===== src/hw/rtl/arc_pkg.sv =====
// Shared types, codes and helper functions for the ASCII radix converter.
`timescale 1ns / 1ps
`default_nettype none

package arc_pkg;

  // Numeric radix as the datapath sees it. Register code three maps to hexadecimal.
  typedef enum logic [1:0] {
    RADIX_BIN,
    RADIX_DEC,
    RADIX_HEX
  } radix_t;

  // Sequencer states of the top level.
  typedef enum logic [2:0] {
    ST_IDLE,
    ST_START,
    ST_DIV,
    ST_READ,
    ST_EMIT
  } state_t;

  // Steps of the decimal digit extraction.
  typedef enum logic [1:0] {
    DIV_IDLE,
    DIV_FOLD,
    DIV_REM,
    DIV_FIX
  } div_state_t;

  localparam int DIGIT_W = 4;

  // Status returned by the digit extraction unit.
  typedef struct packed {
    logic               done;
    logic [DIGIT_W-1:0] rem;
  } div_status_t;

  // Configuration register indexes.
  localparam logic REG_INPUT_RADIX  = 1'b0;
  localparam logic REG_OUTPUT_RADIX = 1'b1;

  localparam logic [1:0] CODE_BIN = 2'd0;
  localparam logic [1:0] CODE_DEC = 2'd1;
  localparam logic [1:0] CODE_HEX = 2'd2;

  localparam logic [1:0] INPUT_RADIX_RESET  = CODE_HEX;
  localparam logic [1:0] OUTPUT_RADIX_RESET = CODE_BIN;

  localparam logic [7:0] ASCII_ZERO     = 8'd48;
  localparam logic [7:0] ASCII_UPPER_A  = 8'd65;
  localparam logic [7:0] ASCII_UPPER_F  = 8'd70;
  localparam logic [7:0] ASCII_LOWER_A  = 8'd97;
  localparam logic [7:0] ASCII_LOWER_F  = 8'd102;
  localparam logic [7:0] UPPER_OFFSET   = 8'd55;
  localparam logic [7:0] LOWER_OFFSET   = 8'd87;

  localparam logic [DIGIT_W:0] DEC_DIVISOR = 5'd10;
  localparam logic [DIGIT_W-1:0] DEC_LIMIT = 4'd10;

  function automatic radix_t radix_of(input logic [1:0] code);
    radix_t r;
    unique case (code)
      CODE_BIN: r = RADIX_BIN;
      CODE_DEC: r = RADIX_DEC;
      default:  r = RADIX_HEX;
    endcase
    return r;
  endfunction

  // ASCII code of one output digit, lower-case letters above nine.
  function automatic logic [7:0] digit_to_ascii(input logic [DIGIT_W-1:0] d);
    logic [7:0] c;
    if (d < DEC_LIMIT) begin
      c = ASCII_ZERO + {4'd0, d};
    end else begin
      c = LOWER_OFFSET + {4'd0, d};
    end
    return c;
  endfunction

endpackage

`default_nettype wire


===== src/hw/rtl/arc_divider.sv =====
// Digit extraction unit: quotient and remainder of a value by the output radix.
`timescale 1ns / 1ps
`default_nettype none

module arc_divider import arc_pkg::*; #(
  parameter int VALUE_BITS = 32
) (
  input  wire logic                  clk,
  input  wire logic                  rst,
  input  wire logic                  start,
  input  wire radix_t                radix,
  input  wire logic [VALUE_BITS-1:0] dividend,
  output logic [VALUE_BITS-1:0]      quotient,
  output div_status_t                status
);

  // The decimal quotient is estimated as n * 0.8 / 8 by folding shifted
  // copies of the estimate onto itself; the shift starts at four and doubles
  // while it stays below VALUE_BITS. The estimate is low by at most one.
  localparam int SW         = $clog2(2 * VALUE_BITS + 1);
  localparam int FIRST_FOLD = 4;

  div_state_t div_state;
  div_state_t div_state_next;

  logic [VALUE_BITS-1:0] num;
  logic [VALUE_BITS-1:0] quo;
  logic [DIGIT_W:0]      rem;
  logic [SW-1:0]         fold_shift;
  logic                  done;

  logic [VALUE_BITS-1:0] q_est;
  logic [VALUE_BITS-1:0] rem_full;
  logic                  last_fold;

  assign q_est     = quo >> 3;
  assign rem_full  = num - ((q_est << 3) + (q_est << 1));
  assign last_fold = ((fold_shift << 1) >= SW'(VALUE_BITS));

  always_comb begin
    div_state_next = div_state;
    unique case (div_state)
      DIV_IDLE: begin
        if (start && radix == RADIX_DEC) begin
          div_state_next = DIV_FOLD;
        end
      end
      DIV_FOLD: begin
        if (last_fold) begin
          div_state_next = DIV_REM;
        end
      end
      DIV_REM: div_state_next = DIV_FIX;
      DIV_FIX: div_state_next = DIV_IDLE;
    endcase
  end

  always_ff @(posedge clk) begin
    if (rst) begin
      div_state <= DIV_IDLE;
    end else begin
      div_state <= div_state_next;
    end
  end

  always_ff @(posedge clk) begin
    if (rst) begin
      done <= 1'b0;
    end else begin
      done <= 1'b0;
      unique case (div_state)
        DIV_IDLE: begin
          if (start) begin
            unique case (radix)
              RADIX_BIN: begin
                quo  <= dividend >> 1;
                rem  <= {{DIGIT_W{1'b0}}, dividend[0]};
                done <= 1'b1;
              end
              RADIX_DEC: begin
                num        <= dividend;
                quo        <= (dividend >> 1) + (dividend >> 2);
                fold_shift <= SW'(FIRST_FOLD);
              end
              default: begin
                quo  <= dividend >> DIGIT_W;
                rem  <= {1'b0, dividend[DIGIT_W-1:0]};
                done <= 1'b1;
              end
            endcase
          end
        end
        DIV_FOLD: begin
          quo        <= quo + (quo >> fold_shift);
          fold_shift <= fold_shift << 1;
        end
        DIV_REM: begin
          quo <= q_est;
          rem <= rem_full[DIGIT_W:0];
        end
        DIV_FIX: begin
          if (rem >= DEC_DIVISOR) begin
            quo <= quo + 1'b1;
            rem <= rem - DEC_DIVISOR;
          end
          done <= 1'b1;
        end
      endcase
    end
  end

  assign quotient    = quo;
  assign status.done = done;
  assign status.rem  = rem[DIGIT_W-1:0];

endmodule

`default_nettype wire


===== src/hw/rtl/ascii_radix_converter.sv =====
// Top level of the ASCII radix converter: input handshake, sequencer and digit stack.
`timescale 1ns / 1ps
`default_nettype none

// The block takes an ASCII number string one character per transaction
// (start high while busy is low) and accumulates it in the input radix, one
// cycle per character, with busy staying low. When both radixes name the same
// base, every character is echoed on the result ports in the cycle after it is
// taken. Otherwise, on the character marked last the block turns busy and
// converts: each output digit passes through a start state and then waits on
// the shared extraction unit, which for binary or hexadecimal needs only a
// shift. For decimal the unit folds a shift-and-add estimate of the quotient
// (three steps at 32 bits), takes one remainder step and one correction step,
// and reports in the cycle after. Each digit then comes off the digit stack
// memory, whose read port is registered, through a read and an emit state.
// Results appear for exactly one cycle with strobe high; the receiver cannot
// hold them off, so it must sample every strobe.
// The last digit is marked by last_out, and busy falls as that digit is shown.
// Configuration should be written only while busy is low.

module ascii_radix_converter import arc_pkg::*; #(
  parameter int VALUE_BITS = 32,
  parameter int MAX_DIGITS = 32
) (
  input  wire logic       clk,
  input  wire logic       rst,
  input  wire logic       start,
  output logic            busy,
  input  wire logic [7:0] char_code,
  input  wire logic       last_char,
  input  wire logic       wr_en,
  input  wire logic       wr_index,
  input  wire logic [1:0] wr_data,
  output logic            strobe,
  output logic [7:0]      out_char,
  output logic            last_out
);

  localparam int CW = $clog2(MAX_DIGITS + 1);
  localparam int AW = $clog2(MAX_DIGITS);

  logic [1:0] input_radix;
  logic [1:0] output_radix;

  state_t state;
  state_t state_next;

  logic [VALUE_BITS-1:0] value;
  logic [CW-1:0]         count;

  // Digit stack, filled least significant digit first.
  logic [DIGIT_W-1:0] stack [MAX_DIGITS];
  logic [DIGIT_W-1:0] rd_data;

  radix_t rin;
  radix_t rout;
  logic   echo;
  logic   accept;

  assign rin    = radix_of(input_radix);
  assign rout   = radix_of(output_radix);
  assign echo   = (rin == rout);
  assign busy   = (state != ST_IDLE);
  assign accept = start && !busy;

  // The digit value of the incoming character; codes below '0' wrap around.
  logic [VALUE_BITS-1:0] digit;
  logic [VALUE_BITS-1:0] scaled;
  logic [VALUE_BITS-1:0] value_next;

  always_comb begin
    digit = VALUE_BITS'(char_code) - VALUE_BITS'(ASCII_ZERO);
    if (rin == RADIX_HEX) begin
      if (char_code >= ASCII_UPPER_A && char_code <= ASCII_UPPER_F) begin
        digit = VALUE_BITS'(char_code - UPPER_OFFSET);
      end else if (char_code >= ASCII_LOWER_A && char_code <= ASCII_LOWER_F) begin
        digit = VALUE_BITS'(char_code - LOWER_OFFSET);
      end
    end
    // Multiplication by the radix is a shift, or two shifts and an add for ten.
    unique case (rin)
      RADIX_BIN: scaled = value << 1;
      RADIX_DEC: scaled = (value << 3) + (value << 1);
      default:   scaled = value << 4;
    endcase
    value_next = scaled + digit;
  end

  // Shared extraction unit.
  logic                  div_start;
  logic [VALUE_BITS-1:0] quotient;
  div_status_t           div_status;

  assign div_start = (state == ST_START);

  arc_divider #(
    .VALUE_BITS(VALUE_BITS)
  ) u_divider (
    .clk      (clk),
    .rst      (rst),
    .start    (div_start),
    .radix    (rout),
    .dividend (value),
    .quotient (quotient),
    .status   (div_status)
  );

  // Configuration registers.
  always_ff @(posedge clk) begin
    if (rst) begin
      input_radix  <= INPUT_RADIX_RESET;
      output_radix <= OUTPUT_RADIX_RESET;
    end else if (wr_en) begin
      unique case (wr_index)
        REG_INPUT_RADIX:  input_radix  <= wr_data;
        REG_OUTPUT_RADIX: output_radix <= wr_data;
      endcase
    end
  end

  // Next-state logic of the sequencer.
  always_comb begin
    state_next = state;
    unique case (state)
      ST_IDLE: begin
        if (accept && last_char && !echo) begin
          state_next = ST_START;
        end
      end
      ST_START: state_next = ST_DIV;
      ST_DIV: begin
        if (div_status.done) begin
          state_next = (quotient == '0) ? ST_READ : ST_START;
        end
      end
      ST_READ: state_next = ST_EMIT;
      ST_EMIT: state_next = (count == '0) ? ST_IDLE : ST_READ;
      default: state_next = ST_IDLE;
    endcase
  end

  always_ff @(posedge clk) begin
    if (rst) begin
      state <= ST_IDLE;
    end else begin
      state <= state_next;
    end
  end

  // Accumulated value and digit count.
  always_ff @(posedge clk) begin
    if (rst) begin
      value <= '0;
      count <= '0;
    end else begin
      unique case (state)
        ST_IDLE: begin
          if (accept) begin
            if (echo) begin
              if (last_char) begin
                value <= '0;
                count <= '0;
              end
            end else begin
              value <= value_next;
            end
          end
        end
        ST_DIV: begin
          if (div_status.done) begin
            value <= quotient;
            if (count < CW'(MAX_DIGITS)) begin
              count <= count + 1'b1;
            end
          end
        end
        ST_READ: count <= count - 1'b1;
        default: ;
      endcase
    end
  end

  // Stack memory: one write port for extracted digits, one registered read port.
  always_ff @(posedge clk) begin
    if (state == ST_DIV && div_status.done && count < CW'(MAX_DIGITS)) begin
      stack[count[AW-1:0]] <= div_status.rem;
    end
  end

  logic [CW-1:0] rd_index;
  assign rd_index = count - 1'b1;

  always_ff @(posedge clk) begin
    if (state == ST_READ) begin
      rd_data <= stack[rd_index[AW-1:0]];
    end
  end

  // Result register: each result is shown for one cycle.
  always_ff @(posedge clk) begin
    if (rst) begin
      strobe <= 1'b0;
    end else begin
      strobe <= (accept && echo) || (state == ST_EMIT);
    end
  end

  always_ff @(posedge clk) begin
    if (state == ST_EMIT) begin
      out_char <= digit_to_ascii(rd_data);
      last_out <= (count == '0);
    end else if (accept && echo) begin
      out_char <= char_code;
      last_out <= last_char;
    end
  end

endmodule

`default_nettype wire


===== config.mk =====
export PLATFORM = sky130hd
export DESIGN_NAME = ascii_radix_converter
export DESIGN_NICKNAME = d
export VERILOG_FILES = /design/src/hw/rtl/arc_pkg.sv /design/src/hw/rtl/arc_divider.sv /design/src/hw/rtl/ascii_radix_converter.sv
export SDC_FILE = /design/constraint.sdc
export NUM_CORES = 1
export LEC_CHECK = 0
export ABC_AREA = 1
export BUFFER_PORTS_ARGS = -buffer_cell sky130_fd_sc_hd__buf_4
export CAP_MARGIN = 20
export CORE_ASPECT_RATIO = 0.6
export CORE_MARGIN = 2
export CORE_UTILIZATION = 50
export DETAILED_ROUTE_END_ITERATION = 8
export PLACE_DENSITY = 0.65
export SETUP_SLACK_MARGIN = 0.1
export SYNTH_ARGS = -nofsm -noshare
export SYNTH_HDL_FRONTEND = slang
export SYNTH_SLANG_ARGS = --single-unit

===== constraint.sdc =====
create_clock -name clk -period 5.5 [get_ports clk]
set_input_delay 0.825 -clock clk [delete_from_list [all_inputs] [get_ports clk]]
set_output_delay 0.825 -clock clk [all_outputs]
set_load 0.02 [all_outputs]

* Word-level counts from Yosys, hierarchy flattened
Memory sizes are Yosys's and may differ from the RTL's. A register that Yosys moved wholly into a read port is not among the register bits.
Cells that the tools add are included.
** Storage, ports and cells
- Memories :: 1
- Bits of input ports :: 16
- Memory bits (writable) :: 128
- Register bits :: 107
** Memory list
- stack :: depth 32, width 4, rd ports 1, clocked after Yosys merged registers in 1, write ports 1, line ascii_radix_converter.sv:52 : logic [DIGIT_W-1:0] stack [MAX_DIGITS];
** Operators by class
- Reductions and logical operators :: 36
- Equality and inequality tests :: 26
- Magnitude comparators :: 8
- Bitwise logic cells :: 2
- Add/sub/neg operators :: 15
- Shifts and indexed selects :: 1
- Muxes and demuxes :: 46
** Operators by type and width (count)
- 2-to-1 mux 32 bit :: 9
- case mux 32 bit (2 select lines) :: 3
- case mux 32 bit (4 select lines) :: 1
- adder 32 bit :: 3
- adder 31 x 30 -> 32 bit :: 1
- adder 32 x 1 -> 32 bit, second input constant :: 1
- logical NOT 32 bit :: 1
- >> shifter 32 x 7 -> 32 bit :: 1
- 2-to-1 mux 6 bit :: 5
- 2-to-1 mux 8 bit :: 3
- case mux 6 bit (3 select lines) :: 1
- subtractor 8 x 6 -> 9 bit, second input constant :: 2
- >= comparator 8 x 7 -> 1 bit, second input constant :: 2
- <= comparator 8 x 7 -> 1 bit, second input constant :: 2
- case mux 3 bit (5 select lines) :: 1
- case mux 5 bit (3 select lines) :: 1
- 2-to-1 mux 7 bit :: 2
- case mux 7 bit (2 select lines) :: 1
- != test 2 x 1 -> 1 bit, second input constant :: 6
- != test 2 bit, second input constant :: 6
- AND reduction 4 bit :: 3
- equality test 2 x 1 -> 1 bit, second input constant :: 5
- logical NOT 2 bit :: 5
- 2-to-1 mux 5 bit :: 2
- other kinds (37) :: 67

* Longest topological paths before layout
- Depth in word-level cells :: 9
- Mapped depth :: 32
- Mapped depth without buffers :: 32

* Hierarchy
A second synthesis with hierarchy kept.
** Unflattened totals
- Cells, all modules :: 3078
- Area total of the unflattened synthesis :: 21296.7 um^2
** Modules (own cells, without submodules)
- ascii_radix_converter :: seq. area each 5154.9 um^2, area an instance 12715.9 um^2, cells an instance 1581, instances 1
- arc_divider :: seq. area each 1471.4 um^2, area an instance 8580.7 um^2, cells an instance 1497, instances 1

* Worst setup path before layout
Ideal clock, no wire load.
- Kind :: input -> register
- From :: in char_code[0]
- To :: reg value[24]
- Library setup time :: 118 ps
- Path slack :: 1692 ps
- Arrival :: 3689 ps
- Cell stages on the path :: 21
- Path buffers :: 0
- Cell sequence :: inv_1 -> ha_1 -> inv_1 -> nor2_1 -> nand2_1 -> nand2_1 -> nand2_1 -> nand3_1 -> nand2_1 -> nand2_1 -> nand2_2 -> inv_1 -> ha_1 -> a21oi_1 -> a21boi_0 -> o21ai_0 -> nand2_1 -> nand3_1 -> or2_2 -> nand3_1 -> a21oi_1
** On the way
- Word-level cells in the longest chain between the ends :: 9
** Ends and longest elaborated chain
- start, declared :: line ascii_radix_converter.sv:29 : input wire logic [7:0] char_code,
- >= comparator 8 x 7 -> 1 bit / <= comparator 8 x 7 -> 1 bit (equally long branches) :: line ascii_radix_converter.sv:76 : end else if (char_code >= ASCII_LOWER_A && char_code <= ASCII_LOWER_F) begin
- logical AND 1 bit :: line ascii_radix_converter.sv:76
- 2-to-1 mux 32 bit :: line ascii_radix_converter.sv:76
- 2-to-1 mux 32 bit :: line ascii_radix_converter.sv:74 : if (char_code >= ASCII_UPPER_A && char_code <= ASCII_UPPER_F) begin
- 2-to-1 mux 32 bit * :: line ascii_radix_converter.sv:73 : if (rin == RADIX_HEX) begin
- adder 32 bit * :: line ascii_radix_converter.sv:86 : value_next = scaled + digit;
- 2-to-1 mux 32 bit * :: line ascii_radix_converter.sv:159 : if (echo) begin
- 2-to-1 mux 32 bit * :: line ascii_radix_converter.sv:158 : if (accept) begin
- case mux 32 bit (2 select lines) * :: line ascii_radix_converter.sv:156 : unique case (state)
- end signal, assigned :: line ascii_radix_converter.sv:165 : value <= value_next;
- end signal, assigned :: line ascii_radix_converter.sv:171 : value <= quotient;
- end, declared :: line ascii_radix_converter.sv:48 : logic [VALUE_BITS-1:0] value;
Every way passes the cells marked *; elsewhere a longest branch is shown, timed or not. The select of a mux whose other input is x is not followed.
A chain may end at the register's enable or synchronous reset.

* Final worst setup path
- From :: reg value[18]
- To :: reg value[30]
** On the way
- Word-level cells in the longest chain between the ends :: 6
** Ends and longest elaborated chain
- adder 32 bit :: line ascii_radix_converter.sv:83 : RADIX_DEC: scaled = (value << 3) + (value << 1);
- case mux 32 bit (2 select lines) * :: line ascii_radix_converter.sv:81 : unique case (rin)
- adder 32 bit * :: line ascii_radix_converter.sv:86
- 2-to-1 mux 32 bit * :: line ascii_radix_converter.sv:159
- 2-to-1 mux 32 bit * :: line ascii_radix_converter.sv:158
- case mux 32 bit (2 select lines) * :: line ascii_radix_converter.sv:156
Marks and branches as above.

==> impl_metrics.toml <==
[synthesis]
ys_ff_latch = 237
synth_compound_area_frac = 0.214
syn_area_per_cell_um2 = 7.22
synth-simple-area-share = 0.257
synthArstFlopShare = 0
synth_adder_area_share = 0.0935
yosys_warnings = 0
synth_top_area_cell = "edfxtp_1"
synth_top_area_frac = 0.278
synth_ff_type = "edfxtp_1"
muxShareOfSynthArea = 0.00640
ys_seq_area_frac = 0.326
netlist_top_cells_area = "edfxtp_1, nand2_1, ha_1, nor2_1, inv_1"
synth_fp_nets = 2984
synthDistinctLibCells = 71
synth_top_family_by_area = "simple AND/OR/NAND/NOR gates"
netlist_area_mm2 = 0.0203
yosys.area_share.xor_xnor = 0.0222
synth_edf_count = 188
syn_inst = 2819

[critical_path]
end_kind = "flip-flop"
start_kind = "flip-flop"
worstSetupPathType = "flip-flop to flip-flop"
worstPathRequired_ns = 5.99
timing.rr.end = "value[30]"
critPathArrivalTime_ns = 5.19
rrSetupSlack_ns = 0.80
r2r_cells = 19
r2r-start = "value[18]"
path_max_fanout = 8

[detailed_routing]
drt_iter0_drc = 2976
wire_per_inst_um = 22.7
via_per_inst = 6.14
dr.pass1.iters = 6
wl_mm = 76.5
drc = 0
vias = 20700
antenna_left = 0

[cts]
clock-root-buffer = "clkbuf_16"
insertion_delay_ns = 0.56
cts_setup_buffers = 0
numClockSinks = 237
cts_buffer_depth = 3
cts_hold_buffers = 0
cts.clk_slew.worst_paths_ns = 0.07
cts_tree = "yes"
numCtsBuffers = 25
cts_resized = 0
h-tree-depth = 1

[layout]
drive_gt1_frac = 0.0652
nets = 2986
antenna_cells = 0
final_common_cell = "nand2_1"
postLayoutCoreUtil = 0.542
area_growth_syn_to_layout_pct = 7.40
layout_common_cells = "nand2_1, nor2_1, inv_1"

[pwr]
ir_drop_v = 0.000230
p_leak_nw = 9.58
power.total_mw = 7.04
powerDensity_mw_per_mm2 = 322

[sta]
finalHoldViolations = 0
rsz0062_at_grt = "no"
finalSetupViolCount = 0
slew_viol_final = 0
maxSlewHeadroom = 0.392
hold_ws_ns = 0.502
tns_ns = 0
min_period_over_period = 0.855
max_freq_mhz = 213
tightestPinTransition_ns = 0.912
min_period_ns = 4.70
skew_ns = 0.00999

[placement]
dpl.hpwl_mm = 60.2
io_buffers = 26
place.gp.congestion = 1.01

[min_path]
holdPathStages = 3
min_path_type = "input pin to flip-flop"
min_from = "wr_data[1]"
hold_path_end = "input_radix[1]"

[grt]
grt_pass1_vias = 18700
grt_usage = 0.356
grt_max_degree = 69
grt_pass1_wl_mm = 115
grt_antenna_before_repair = 3
gr-total-overflow = 0

[status]
status = "completed"

[floorplan]
chipHeight_um = 160
die_w_um = 264
std_cell_rows = 57
die-area_mm2 = 0.0424
ios = 27
start_util = 0.505
core_mm2 = 0.0403

[job]
cap_viol_max_count = 0
[cell usage after synthesis, drive strengths merged (3+ instances only)]
cell	instances
a211oi	4
a21boi	9
a21o	17
a21oi	239
a221oi	13
a22oi	23
a31oi	23
and2	3
buf	39
clkbuf	44
dfxtp	49
edfxtp	188
fa	5
ha	144
inv	332
mux2i	13
nand2	579
nand3	155
nand3b	9
nand4	31
nor2	382
nor3	28
nor3b	5
nor4	11
o211ai	25
o21a	12
o21ai	265
o21bai	13
o221ai	36
o22ai	18
o31ai	3
o32ai	19
or2	20
xnor2	15
xor2	34
[state kept, by name (all words and copies together) (netlist names)]
register,count
u_divider.rem,5
u_divider.quotient,32
last_out,1
out_char,8
state,3
input_radix,2
u_divider.done,1
value,32
u_divider.num,5
strobe,1
stack,128
output_radix,2
u_divider.fold_shift,5
count,6
rd_data,4
u_divider.div_state,2
[layout make-up]
type,count,area [um^2]
clock buffer,27,633
clock inverter,18,160
tap,531,664
multi-input combinational,2165,12100
fill,3947,18400
timing repair buffer,58,435
inverter,334,1260
sequential,237,6630
[through the flow]
stage	area (um^2)	std cells	worst slack [ns]
2_1_floorplan	20300	2819	1.69
3_3_place_gp	21100	3325	0.959
3_5_place_dp	21100	3325	0.918
4_1_cts	21800	3370	1.13
5_1_grt	21800	3370	0.616
6_report	21800	3370	0.796
[worst max path at each step]
stage / startpoint / endpoint / slack, ns / cells after the start
final: value[18] / value[30] / 0.80 / 19
after global routing: value[2] / value[30] / 0.62 / 23
after CTS: value[18] / value[30] / 1.13 / 19
after detailed placement: char_code[0] / value[13] / 0.92 / 23
after global placement: char_code[0] / value[13] / 0.96 / 23
after floorplan: char_code[0] / value[24] / 1.69 / 21
[report_power, final]
part | internal, mW | switching [mW]
Combinational | 0.904 | 2.07
Clock | 0.902 | 0.792
Sequential | 2.09 | 0.279
[worst max-delay path: stages, from the launching register on]
cell and delay, ns:
dfxtp_1 0.68, ha_1 0.43, a21oi_1 0.28, o21ai_0 0.21, nor2_1 0.14, nand3_1 0.18, a21o_1 0.24, xor2_1 0.14
o21bai_1 0.32, inv_1 0.16, ha_1 0.39, nand2_1 0.15, inv_1 0.05, a21boi_0 0.36, o21ai_0 0.19, a21oi_1 0.23
nand2_1 0.08, nand2_1 0.05, nand3_1 0.14, a21oi_1 0.18
[layer usage]
layer | global-route usage | vias to the layer above | share of wire
li1 | - | 9771 | -
met1 | 0.560 | 9639 | 0.48
met2 | 0.435 | 1189 | 0.35
met3 | 0.162 | 102 | 0.16
met4 | 0.0581 | 6 | 0.015
met5 | 0 | - | 0.00046
[cell families (layout without fill, tap and decap cells)]
group,Yosys count,count (layout)
buf+inv,417,437
mux,13,13
flops,237,237
simple gates,1225,1225
xor+xnor,49,49
fa+ha+maj,149,149
compound gates,729,729
No activity file was read; power rests on OpenSTA's default activity.
